## src/hsr_pkg.sv

```systemverilog
`default_nettype none

package hsr_pkg;

   localparam int PENDING_DEPTH = 4;
   localparam int CNT_W = $clog2(PENDING_DEPTH + 1);
   localparam int IDX_W = $clog2(PENDING_DEPTH);

   localparam int KEY_W = 7;
   localparam int CODE_W = 8;
   localparam int KIND_W = 2;
   localparam int CSR_IDX_W = 2;

   // configuration register indexes
   localparam logic [CSR_IDX_W-1:0] CSR_MODIFIER = 2'd0;
   localparam logic [CSR_IDX_W-1:0] CSR_PREV_KEY = 2'd1;
   localparam logic [CSR_IDX_W-1:0] CSR_NEXT_KEY = 2'd2;
   localparam logic [CSR_IDX_W-1:0] CSR_MENU_KEY = 2'd3;

   localparam logic [KEY_W-1:0] MODIFIER_RESET = 7'h38;
   localparam logic [KEY_W-1:0] PREV_KEY_RESET = 7'h02;
   localparam logic [KEY_W-1:0] NEXT_KEY_RESET = 7'h03;
   localparam logic [KEY_W-1:0] MENU_KEY_RESET = 7'h29;

   // result kinds
   localparam logic [KIND_W-1:0] KIND_FWD  = 2'd0;
   localparam logic [KIND_W-1:0] KIND_PREV = 2'd1;
   localparam logic [KIND_W-1:0] KIND_NEXT = 2'd2;
   localparam logic [KIND_W-1:0] KIND_MENU = 2'd3;

   // outcome of matching one scancode
   localparam logic [1:0] OUTC_HOLD = 2'd0;
   localparam logic [1:0] OUTC_CMD  = 2'd1;
   localparam logic [1:0] OUTC_MISS = 2'd2;

   typedef struct packed {
      logic take;
      logic emit_cmd;
      logic replay_step;
   } hsr_cmd_type;

   typedef struct packed {
      logic [1:0] outcome;
      logic       replay_last;
      logic       slot_free;
   } hsr_status_type;

endpackage

`default_nettype wire

```

## src/hsr_if.sv

```systemverilog
`default_nettype none

interface hsr_req_if;
   logic                        valid;
   logic                        ready;
   logic [hsr_pkg::CODE_W-1:0]  scancode;
   modport source (output valid, output scancode, input ready);
   modport sink (input valid, input scancode, output ready);
endinterface

interface hsr_rsp_if;
   logic                        valid;
   logic                        ready;
   logic [hsr_pkg::KIND_W-1:0]  kind;
   logic [hsr_pkg::CODE_W-1:0]  code;
   logic                        last;
   modport source (output valid, output kind, output code, output last, input ready);
   modport sink (input valid, input kind, input code, input last, output ready);
endinterface

interface hsr_csr_if;
   logic                           valid;
   logic                           ready;
   logic [hsr_pkg::CSR_IDX_W-1:0]  index;
   logic [hsr_pkg::KEY_W-1:0]      data;
   modport source (output valid, output index, output data, input ready);
   modport sink (input valid, input index, input data, output ready);
endinterface

`default_nettype wire

```

## src/hsr_ctrl.sv

```systemverilog
`default_nettype none

module hsr_ctrl (
   input  logic                    clock,
   input  logic                    reset,
   input  logic                    req_valid,
   output logic                    req_ready,
   input  hsr_pkg::hsr_status_type status,
   output hsr_pkg::hsr_cmd_type    cmd
);

   localparam logic ST_IDLE   = 1'b0;
   localparam logic ST_REPLAY = 1'b1;

   logic state_ff;
   logic state_in;

   always_comb begin
      state_in = state_ff;
      req_ready = 1'b0;
      cmd = '0;
      case (state_ff)
         ST_IDLE: begin
            req_ready = status.slot_free;
            if (req_valid && status.slot_free) begin
               cmd.take = 1'b1;
               if (status.outcome == hsr_pkg::OUTC_CMD) begin
                  cmd.emit_cmd = 1'b1;
               end else if (status.outcome == hsr_pkg::OUTC_MISS) begin
                  state_in = ST_REPLAY;
               end
            end
         end
         ST_REPLAY: begin
            if (status.slot_free) begin
               cmd.replay_step = 1'b1;
               if (status.replay_last) begin
                  state_in = ST_IDLE;
               end
            end
         end
         default: begin
            state_in = ST_IDLE;
         end
      endcase
   end

   always_ff @(posedge clock) begin
      if (reset) begin
         state_ff <= ST_IDLE;
      end else begin
         state_ff <= state_in;
      end
   end

`ifndef SYNTHESIS
   // no new transaction while pending codes are being replayed
   a_no_take_in_replay: assert property (@(posedge clock) disable iff (reset)
      state_ff == ST_REPLAY |-> !req_ready && !cmd.take)
      else $error("input taken during replay");

   a_replay_after_miss: assert property (@(posedge clock) disable iff (reset)
      cmd.take && status.outcome == hsr_pkg::OUTC_MISS |=> state_ff == ST_REPLAY)
      else $error("mismatch did not start replay");
`endif

endmodule

`default_nettype wire

```

## src/hsr_dpath.sv

```systemverilog
`default_nettype none

module hsr_dpath (
   input  logic                          clock,
   input  logic                          reset,
   input  logic [hsr_pkg::CODE_W-1:0]    req_scancode,
   input  logic                          csr_write,
   input  logic [hsr_pkg::CSR_IDX_W-1:0] csr_index,
   input  logic [hsr_pkg::KEY_W-1:0]     csr_data,
   input  logic                          rsp_ready,
   output logic                          rsp_valid,
   output logic [hsr_pkg::KIND_W-1:0]    rsp_kind,
   output logic [hsr_pkg::CODE_W-1:0]    rsp_code,
   output logic                          rsp_last,
   input  hsr_pkg::hsr_cmd_type          cmd,
   output hsr_pkg::hsr_status_type       status
);

   localparam logic [2:0] MS_START   = 3'd0;
   localparam logic [2:0] MS_CONTEXT = 3'd1;
   localparam logic [2:0] MS_PREV    = 3'd2;
   localparam logic [2:0] MS_NEXT    = 3'd3;
   localparam logic [2:0] MS_MENU    = 3'd4;
   localparam logic [2:0] MS_PREV_UP = 3'd5;
   localparam logic [2:0] MS_NEXT_UP = 3'd6;
   localparam logic [2:0] MS_MENU_UP = 3'd7;

   logic [hsr_pkg::KEY_W-1:0] modifier_ff;
   logic [hsr_pkg::KEY_W-1:0] prev_key_ff;
   logic [hsr_pkg::KEY_W-1:0] next_key_ff;
   logic [hsr_pkg::KEY_W-1:0] menu_key_ff;

   logic [2:0]                match_state_ff;
   logic [2:0]                match_state_in;
   logic [hsr_pkg::CNT_W-1:0] pending_count_ff;
   logic [hsr_pkg::IDX_W-1:0] replay_idx_ff;
   logic [hsr_pkg::CODE_W-1:0] pending_ff [hsr_pkg::PENDING_DEPTH];

   logic                       rsp_valid_ff;
   logic [hsr_pkg::KIND_W-1:0] rsp_kind_ff;
   logic [hsr_pkg::CODE_W-1:0] rsp_code_ff;
   logic                       rsp_last_ff;

   logic [1:0]                 outcome;
   logic [hsr_pkg::KIND_W-1:0] cmd_kind;
   logic                       buf_full;
   logic                       replay_last;
   logic [hsr_pkg::CNT_W-1:0]  replay_pos;
   logic                       slot_free;

   // matching against the current scancode
   always_comb begin
      match_state_in = MS_START;
      outcome = hsr_pkg::OUTC_MISS;
      cmd_kind = hsr_pkg::KIND_FWD;
      case (match_state_ff)
         MS_START: begin
            if (req_scancode == {1'b0, modifier_ff}) begin
               match_state_in = MS_CONTEXT;
               outcome = hsr_pkg::OUTC_HOLD;
            end
         end
         MS_CONTEXT: begin
            if (req_scancode == {1'b0, prev_key_ff}) begin
               match_state_in = MS_PREV;
               outcome = hsr_pkg::OUTC_HOLD;
            end else if (req_scancode == {1'b0, next_key_ff}) begin
               match_state_in = MS_NEXT;
               outcome = hsr_pkg::OUTC_HOLD;
            end else if (req_scancode == {1'b0, menu_key_ff}) begin
               match_state_in = MS_MENU;
               outcome = hsr_pkg::OUTC_HOLD;
            end
         end
         MS_PREV: begin
            if (req_scancode == {1'b1, prev_key_ff}) begin
               match_state_in = MS_PREV_UP;
               outcome = hsr_pkg::OUTC_HOLD;
            end
         end
         MS_NEXT: begin
            if (req_scancode == {1'b1, next_key_ff}) begin
               match_state_in = MS_NEXT_UP;
               outcome = hsr_pkg::OUTC_HOLD;
            end
         end
         MS_MENU: begin
            if (req_scancode == {1'b1, menu_key_ff}) begin
               match_state_in = MS_MENU_UP;
               outcome = hsr_pkg::OUTC_HOLD;
            end
         end
         MS_PREV_UP: begin
            if (req_scancode == {1'b1, modifier_ff}) begin
               outcome = hsr_pkg::OUTC_CMD;
               cmd_kind = hsr_pkg::KIND_PREV;
            end
         end
         MS_NEXT_UP: begin
            if (req_scancode == {1'b1, modifier_ff}) begin
               outcome = hsr_pkg::OUTC_CMD;
               cmd_kind = hsr_pkg::KIND_NEXT;
            end
         end
         MS_MENU_UP: begin
            if (req_scancode == {1'b1, modifier_ff}) begin
               outcome = hsr_pkg::OUTC_CMD;
               cmd_kind = hsr_pkg::KIND_MENU;
            end
         end
         default: begin
            outcome = hsr_pkg::OUTC_MISS;
         end
      endcase
   end

   assign buf_full = (pending_count_ff == hsr_pkg::CNT_W'(hsr_pkg::PENDING_DEPTH));
   assign replay_pos = hsr_pkg::CNT_W'(replay_idx_ff) + hsr_pkg::CNT_W'(1);
   assign replay_last = (replay_pos == pending_count_ff);
   assign slot_free = !rsp_valid_ff || rsp_ready;

   assign status.outcome = outcome;
   assign status.replay_last = replay_last;
   assign status.slot_free = slot_free;

   always_ff @(posedge clock) begin
      if (reset) begin
         modifier_ff <= hsr_pkg::MODIFIER_RESET;
         prev_key_ff <= hsr_pkg::PREV_KEY_RESET;
         next_key_ff <= hsr_pkg::NEXT_KEY_RESET;
         menu_key_ff <= hsr_pkg::MENU_KEY_RESET;
      end else if (csr_write) begin
         case (csr_index)
            hsr_pkg::CSR_MODIFIER: modifier_ff <= csr_data;
            hsr_pkg::CSR_PREV_KEY: prev_key_ff <= csr_data;
            hsr_pkg::CSR_NEXT_KEY: next_key_ff <= csr_data;
            hsr_pkg::CSR_MENU_KEY: menu_key_ff <= csr_data;
            default: begin
            end
         endcase
      end
   end

   // pending buffer, no reset: only entries below the count are read
   always_ff @(posedge clock) begin
      if (cmd.take && !buf_full) begin
         pending_ff[pending_count_ff[hsr_pkg::IDX_W-1:0]] <= req_scancode;
      end
   end

   always_ff @(posedge clock) begin
      if (reset) begin
         match_state_ff <= MS_START;
         pending_count_ff <= '0;
         replay_idx_ff <= '0;
      end else begin
         if (cmd.take) begin
            match_state_ff <= match_state_in;
            if (cmd.emit_cmd) begin
               pending_count_ff <= '0;
            end else if (!buf_full) begin
               pending_count_ff <= pending_count_ff + hsr_pkg::CNT_W'(1);
            end
         end
         if (cmd.replay_step) begin
            if (replay_last) begin
               replay_idx_ff <= '0;
               pending_count_ff <= '0;
            end else begin
               replay_idx_ff <= replay_idx_ff + hsr_pkg::IDX_W'(1);
            end
         end
      end
   end

   // output register
   always_ff @(posedge clock) begin
      if (reset) begin
         rsp_valid_ff <= 1'b0;
      end else if (cmd.emit_cmd || cmd.replay_step) begin
         rsp_valid_ff <= 1'b1;
      end else if (rsp_ready) begin
         rsp_valid_ff <= 1'b0;
      end
   end

   always_ff @(posedge clock) begin
      if (cmd.emit_cmd) begin
         rsp_kind_ff <= cmd_kind;
         rsp_code_ff <= '0;
         rsp_last_ff <= 1'b1;
      end else if (cmd.replay_step) begin
         rsp_kind_ff <= hsr_pkg::KIND_FWD;
         rsp_code_ff <= pending_ff[replay_idx_ff];
         rsp_last_ff <= replay_last;
      end
   end

   assign rsp_valid = rsp_valid_ff;
   assign rsp_kind = rsp_kind_ff;
   assign rsp_code = rsp_code_ff;
   assign rsp_last = rsp_last_ff;

`ifndef SYNTHESIS
   a_partial_match_has_codes: assert property (@(posedge clock) disable iff (reset)
      match_state_ff != MS_START |-> pending_count_ff != '0)
      else $error("partial match with empty pending buffer");

   a_cmd_clears_buffer: assert property (@(posedge clock) disable iff (reset)
      cmd.emit_cmd |=> rsp_valid_ff && rsp_last_ff && pending_count_ff == '0)
      else $error("switch command did not clear pending codes");
`endif

endmodule

`default_nettype wire

```

## src/hotkey_sequence_recognizer.sv

```systemverilog
// a scancode that keeps a sequence alive gives no result;
// a completed sequence shows its switch command in the cycle after the transaction.
// on a mismatch the pending codes (one to four) leave one per cycle while the output is not
// stalled; the replay sequencer blocks input meanwhile.
// synchronous active-high reset restores the default key codes and empties the buffer.
`default_nettype none

module hotkey_sequence_recognizer (
   input  logic          clock,
   input  logic          reset,
   hsr_req_if.sink       req_chan,
   hsr_rsp_if.source     rsp_chan,
   hsr_csr_if.sink       csr_chan
);

   hsr_pkg::hsr_cmd_type    cmd;
   hsr_pkg::hsr_status_type status;
   logic                    csr_write;

   assign csr_chan.ready = 1'b1;
   assign csr_write = csr_chan.valid;

   hsr_ctrl u_ctrl (
      .clock     (clock),
      .reset     (reset),
      .req_valid (req_chan.valid),
      .req_ready (req_chan.ready),
      .status    (status),
      .cmd       (cmd)
   );

   hsr_dpath u_dpath (
      .clock        (clock),
      .reset        (reset),
      .req_scancode (req_chan.scancode),
      .csr_write    (csr_write),
      .csr_index    (csr_chan.index),
      .csr_data     (csr_chan.data),
      .rsp_ready    (rsp_chan.ready),
      .rsp_valid    (rsp_chan.valid),
      .rsp_kind     (rsp_chan.kind),
      .rsp_code     (rsp_chan.code),
      .rsp_last     (rsp_chan.last),
      .cmd          (cmd),
      .status       (status)
   );

endmodule

`default_nettype wire

```

## src/flat_wrapper.sv

```systemverilog
// flat-port wrapper written by rule: the top's interface ports become plain ports
module hotkey_sequence_recognizer_flat 
  (clock, reset, req_chan_valid, req_chan_scancode, req_chan_ready, rsp_chan_valid, rsp_chan_kind, rsp_chan_code, rsp_chan_last, rsp_chan_ready, csr_chan_valid, csr_chan_index, csr_chan_data, csr_chan_ready);
  hsr_req_if req_chan_i ();
  hsr_rsp_if rsp_chan_i ();
  hsr_csr_if csr_chan_i ();
  input  logic clock;
  input  logic reset;
  input wire logic [$bits(req_chan_i.valid)-1:0] req_chan_valid;
  input wire logic [$bits(req_chan_i.scancode)-1:0] req_chan_scancode;
  output wire logic [$bits(req_chan_i.ready)-1:0] req_chan_ready;
  output wire logic [$bits(rsp_chan_i.valid)-1:0] rsp_chan_valid;
  output wire logic [$bits(rsp_chan_i.kind)-1:0] rsp_chan_kind;
  output wire logic [$bits(rsp_chan_i.code)-1:0] rsp_chan_code;
  output wire logic [$bits(rsp_chan_i.last)-1:0] rsp_chan_last;
  input wire logic [$bits(rsp_chan_i.ready)-1:0] rsp_chan_ready;
  input wire logic [$bits(csr_chan_i.valid)-1:0] csr_chan_valid;
  input wire logic [$bits(csr_chan_i.index)-1:0] csr_chan_index;
  input wire logic [$bits(csr_chan_i.data)-1:0] csr_chan_data;
  output wire logic [$bits(csr_chan_i.ready)-1:0] csr_chan_ready;
  assign req_chan_i.valid = req_chan_valid;
  assign req_chan_i.scancode = req_chan_scancode;
  assign req_chan_ready = req_chan_i.ready;
  assign rsp_chan_valid = rsp_chan_i.valid;
  assign rsp_chan_kind = rsp_chan_i.kind;
  assign rsp_chan_code = rsp_chan_i.code;
  assign rsp_chan_last = rsp_chan_i.last;
  assign rsp_chan_i.ready = rsp_chan_ready;
  assign csr_chan_i.valid = csr_chan_valid;
  assign csr_chan_i.index = csr_chan_index;
  assign csr_chan_i.data = csr_chan_data;
  assign csr_chan_ready = csr_chan_i.ready;
  hotkey_sequence_recognizer u_core (.clock(clock), .reset(reset), .req_chan(req_chan_i), .rsp_chan(rsp_chan_i), .csr_chan(csr_chan_i));
endmodule
```

## config.mk

```make
export PLATFORM = sky130hd
export DESIGN_NAME = hotkey_sequence_recognizer_flat
export DESIGN_NICKNAME = d
export VERILOG_FILES = /design/src/hsr_pkg.sv /design/src/hsr_if.sv /design/src/hsr_ctrl.sv /design/src/hsr_dpath.sv /design/src/hotkey_sequence_recognizer.sv /design/src/flat_wrapper.sv
export SDC_FILE = /design/constraint.sdc
export NUM_CORES = 1
export LEC_CHECK = 0
export CORE_ASPECT_RATIO = 0.9
export CORE_MARGIN = 4
export CORE_UTILIZATION = 35
export CTS_BUF_LIST = sky130_fd_sc_hd__clkbuf_4 sky130_fd_sc_hd__clkbuf_8 sky130_fd_sc_hd__clkbuf_16
export CTS_CLUSTER_DIAMETER = 200
export CTS_CLUSTER_SIZE = 25
export DETAILED_ROUTE_END_ITERATION = 10
export DONT_BUFFER_PORTS = 1
export GPL_TIMING_DRIVEN = 0
export PLACE_DENSITY = 0.52
export SLEW_MARGIN = 20
export SYNTH_ARGS = -nofsm -noshare
export SYNTH_HDL_FRONTEND = slang
export SYNTH_SLANG_ARGS = --single-unit
```

## constraint.sdc

```tcl
create_clock -name clock -period 2.4 [get_ports clock]
set_input_delay 0.36 -clock clock [delete_from_list [all_inputs] [get_ports clock]]
set_output_delay 0.36 -clock clock [all_outputs]
set_load 0.02 [all_outputs]
```

==> impl_metrics.yaml <==
clock_network:
  ctsLongestPathBuffers: 2
  postCtsHoldBufs: 0
  cts_buffers: 9
  htree_levels: 3
  insertion_delay_ns: 0.34
  clk_pin_slew_ns: 0.06
  cts_tree: "built"
  clock_tree.root_cell: "clkbuf_16"
  clkSinkCount: 81
final_layout:
  diodes: 0
  syn2layout_area_growth_pct: 13.4
  final_cell_mix: "nand2_1, dfxtp_1, edfxtp_1"
  drive_gt1_frac: 0.114
  stdcell_count: 476
  final_nets: 372
  final_common_cell: "nand2_1"
logic_synthesis:
  synth_flop_cell: "dfxtp_1"
  syn_inst: 334
  synth_edf_count: 34
  synth.yosys.seq_area_share: 0.541
  async_flop_share: 0
  avgSynthCellArea_um2: 10.9
  synth_cell_types: 47
  ys_ff_latch: 81
  synth_nets: 361
  synth_warnings: 0
  netlist_area_um2: 3620
place:
  portBuffers: 0
  dp_hpwl_mm: 5.56
  gp_congestion: 0.779
  post-place-cells: 460
sta:
  rsz0062_at_grt: "false"
  setup_tns_ns: 0
  relSlewSlack: 0.573
  max_freq_mhz: 471
  hold_viol_final: 0
  drv_slew: 0
  min_period_over_period: 0.885
  final-setup-viol-count: 0
  tightestPinTransition_ns: 0.635
  fin_crit_ns: 2.12
  finClkSkew_ns: 0.00718
pwr:
  clkPwrFrac: 0.414
  power_density_nw_per_um2: 873
  seqPwrFrac: 0.480
  switching_power_uw: 901
  p_int_mw: 2.69
  p_leak_nw: 1.53
  ir_drop_uv: 458
  sw_frac_of_total: 0.251
  combPwrFrac: 0.106
run_status:
  status: "completed"
die:
  rows: 34
  die_w_um: 115
  die_h_um: 105
  core_um2: 9870
  die-area_um2: 12100
  io_pins: 36
  initial_core_util: 0.367
routing:
  drt-initial-drc-count: 101
  postRouteAntennaNets: 0
  firstDrtPassIters: 4
  vias: 2337
  post-route-drc-count: 0
  wl_per_cell_um: 16.3
  avgViaCountPerCell: 4.91
  wirelength_mm: 7.77
critical_path:
  critPathLaunchType: "register"
  critPathRequiredTime_ns: 2.62
  crit_fanout: 5
  arrival_ns: 2.34
  crit_type: "register to register"
  end_kind: "register"
global_route:
  grt_max_degree: 14
  grt_pass1_vias: 2395
  grt_use_total: 0.137
  grt_pass1_wl_mm: 12.6
  grt_overflow_total: 0
  antenna_found_initial: 0
hold_path:
  min_path_type: "primary input to register"
flow_run:
  drv_cap: 0
[timing repair]
| item | in CTS | in global routing |
|---|---|---|
| gates resized for setup | 0 | 4 |
| buffers inserted | 0 | 0 |
| endpoints found under the setup margin | 0 | 32 |
[worst max-delay path, cell delays in order, from the launching register on]
cell and delay, ns:
dfxtp_1 0.33, ha_1 0.32, xor2_1 0.15, nor3_1 0.52, nand2_1 0.11, nand2_1 0.10
o21ai_1 0.06, o41a_1 0.41
[metrics by stage]
step                      instance area (um^2)  utilization  worst slack [ns]  hold WS [ns]  total power, mW
after CTS                                 4110        0.416             0.109         0.103             3.64
after global placement                    3780        0.383             0.150         0.455             2.14
final                                     4110        0.417             0.276         0.115             3.59
after floorplan                           3620            -             0.561         0.448             2.05
after global routing                      4110        0.417            0.0595        0.0955             3.76
after detailed placement                  3780        0.383             0.120         0.460             2.14
[Yosys cell counts (2+ instances only)]
cell type   n  area (um^2)
a211o_1     4         35.0
a21oi_1    18         90.1
a221oi_1    2         17.5
a22oi_1     2         15.0
and2_1      7         43.8
and2_2      2         15.0
buf_1       2         7.51
buf_2       2         10.0
clkbuf_1    9         33.8
dfxtp_1    47          941
edfxtp_1   34         1020
ha_1        5         62.6
inv_1       4         15.0
mux2i_1    10          100
mux4_2      8          180
nand2_1    58          218
nand3_1    12         60.1
nand3b_1   12         90.1
nor2_1     19         71.3
nor2b_1     4         25.0
nor3_1      7         35.0
nor3b_1     2         15.0
nor4_1      2         12.5
nor4_2      3         37.5
o21ai_0     6         30.0
o21ai_1     2         10.0
xnor2_1     8         70.1
xor2_1     24          210
[path summary, 6_finish.rpt]
check / start / end / slack (ns) / cells after the start
max: u_core.u_dpath.replay_idx_ff[0] / u_core.u_ctrl.state_ff / 0.28 / 7
min: req_chan_scancode[5] / u_core.u_dpath.pending_ff[2][5] / 0.12 / 0
max reg2reg: u_core.u_dpath.replay_idx_ff[0] / u_core.u_ctrl.state_ff / 0.28 / 7
min reg2reg: u_core.u_dpath.menu_key_ff[2] / u_core.u_dpath.menu_key_ff[2] / 0.47 / 2
[registers in the layout (all words and copies together), names as in the netlist, 2 cells and up]
register                         count
u_core.u_dpath.modifier_ff           7
u_core.u_dpath.rsp_kind              2
u_core.u_dpath.prev_key_ff           7
u_core.u_dpath.menu_key_ff           7
u_core.u_dpath.match_state_ff        3
u_core.u_dpath.pending_ff           32
u_core.u_dpath.pending_count_ff      3
u_core.u_dpath.next_key_ff           7
u_core.u_dpath.replay_idx_ff         2
u_core.u_dpath.rsp_code              8
[power by group through the flow]
stage               Sequential, mW  Combinational, mW  Clock, mW
global placement              1.76              0.379          0
floorplan                     1.74              0.311          0
finish                        1.73              0.381       1.49
global route                  1.74              0.437       1.58
detailed placement            1.76              0.383          0
CTS                           1.73              0.386       1.52
[kinds of logic (layout without fill, tap and decap cells)]
kind of cell	Yosys count	count (layout)	synth area share
compound gates	40	40	0.0677
buf+inv	18	34	0.0204
xor+xnor	32	32	0.0773
simple gates	139	139	0.198
other cells	1	1	0.00103
flops	81	81	0.541
mux	18	18	0.0773
fa+ha+maj	5	5	0.0173
[cell type report]
cell class | instances | area (um^2)
Fill cell | 968 | 5760
Multi-Input combinational cell | 235 | 1590
Tap cell | 126 | 158
Inverter | 4 | 15.0
Buffer | 14 | 58.8
Clock buffer | 11 | 246
Clock inverter | 5 | 77.6
Sequential cell | 81 | 1960
[metal layers]
layer,up-vias,part of all wire,track usage
met1,1099,0.48,0.179
met5,-,0,0
met3,9,0.042,0.0497
met2,31,0.46,0.209
met4,0,0.016,0.0503
li1,1198,-,-
Note: power is estimated with default switching activity, not from simulation.
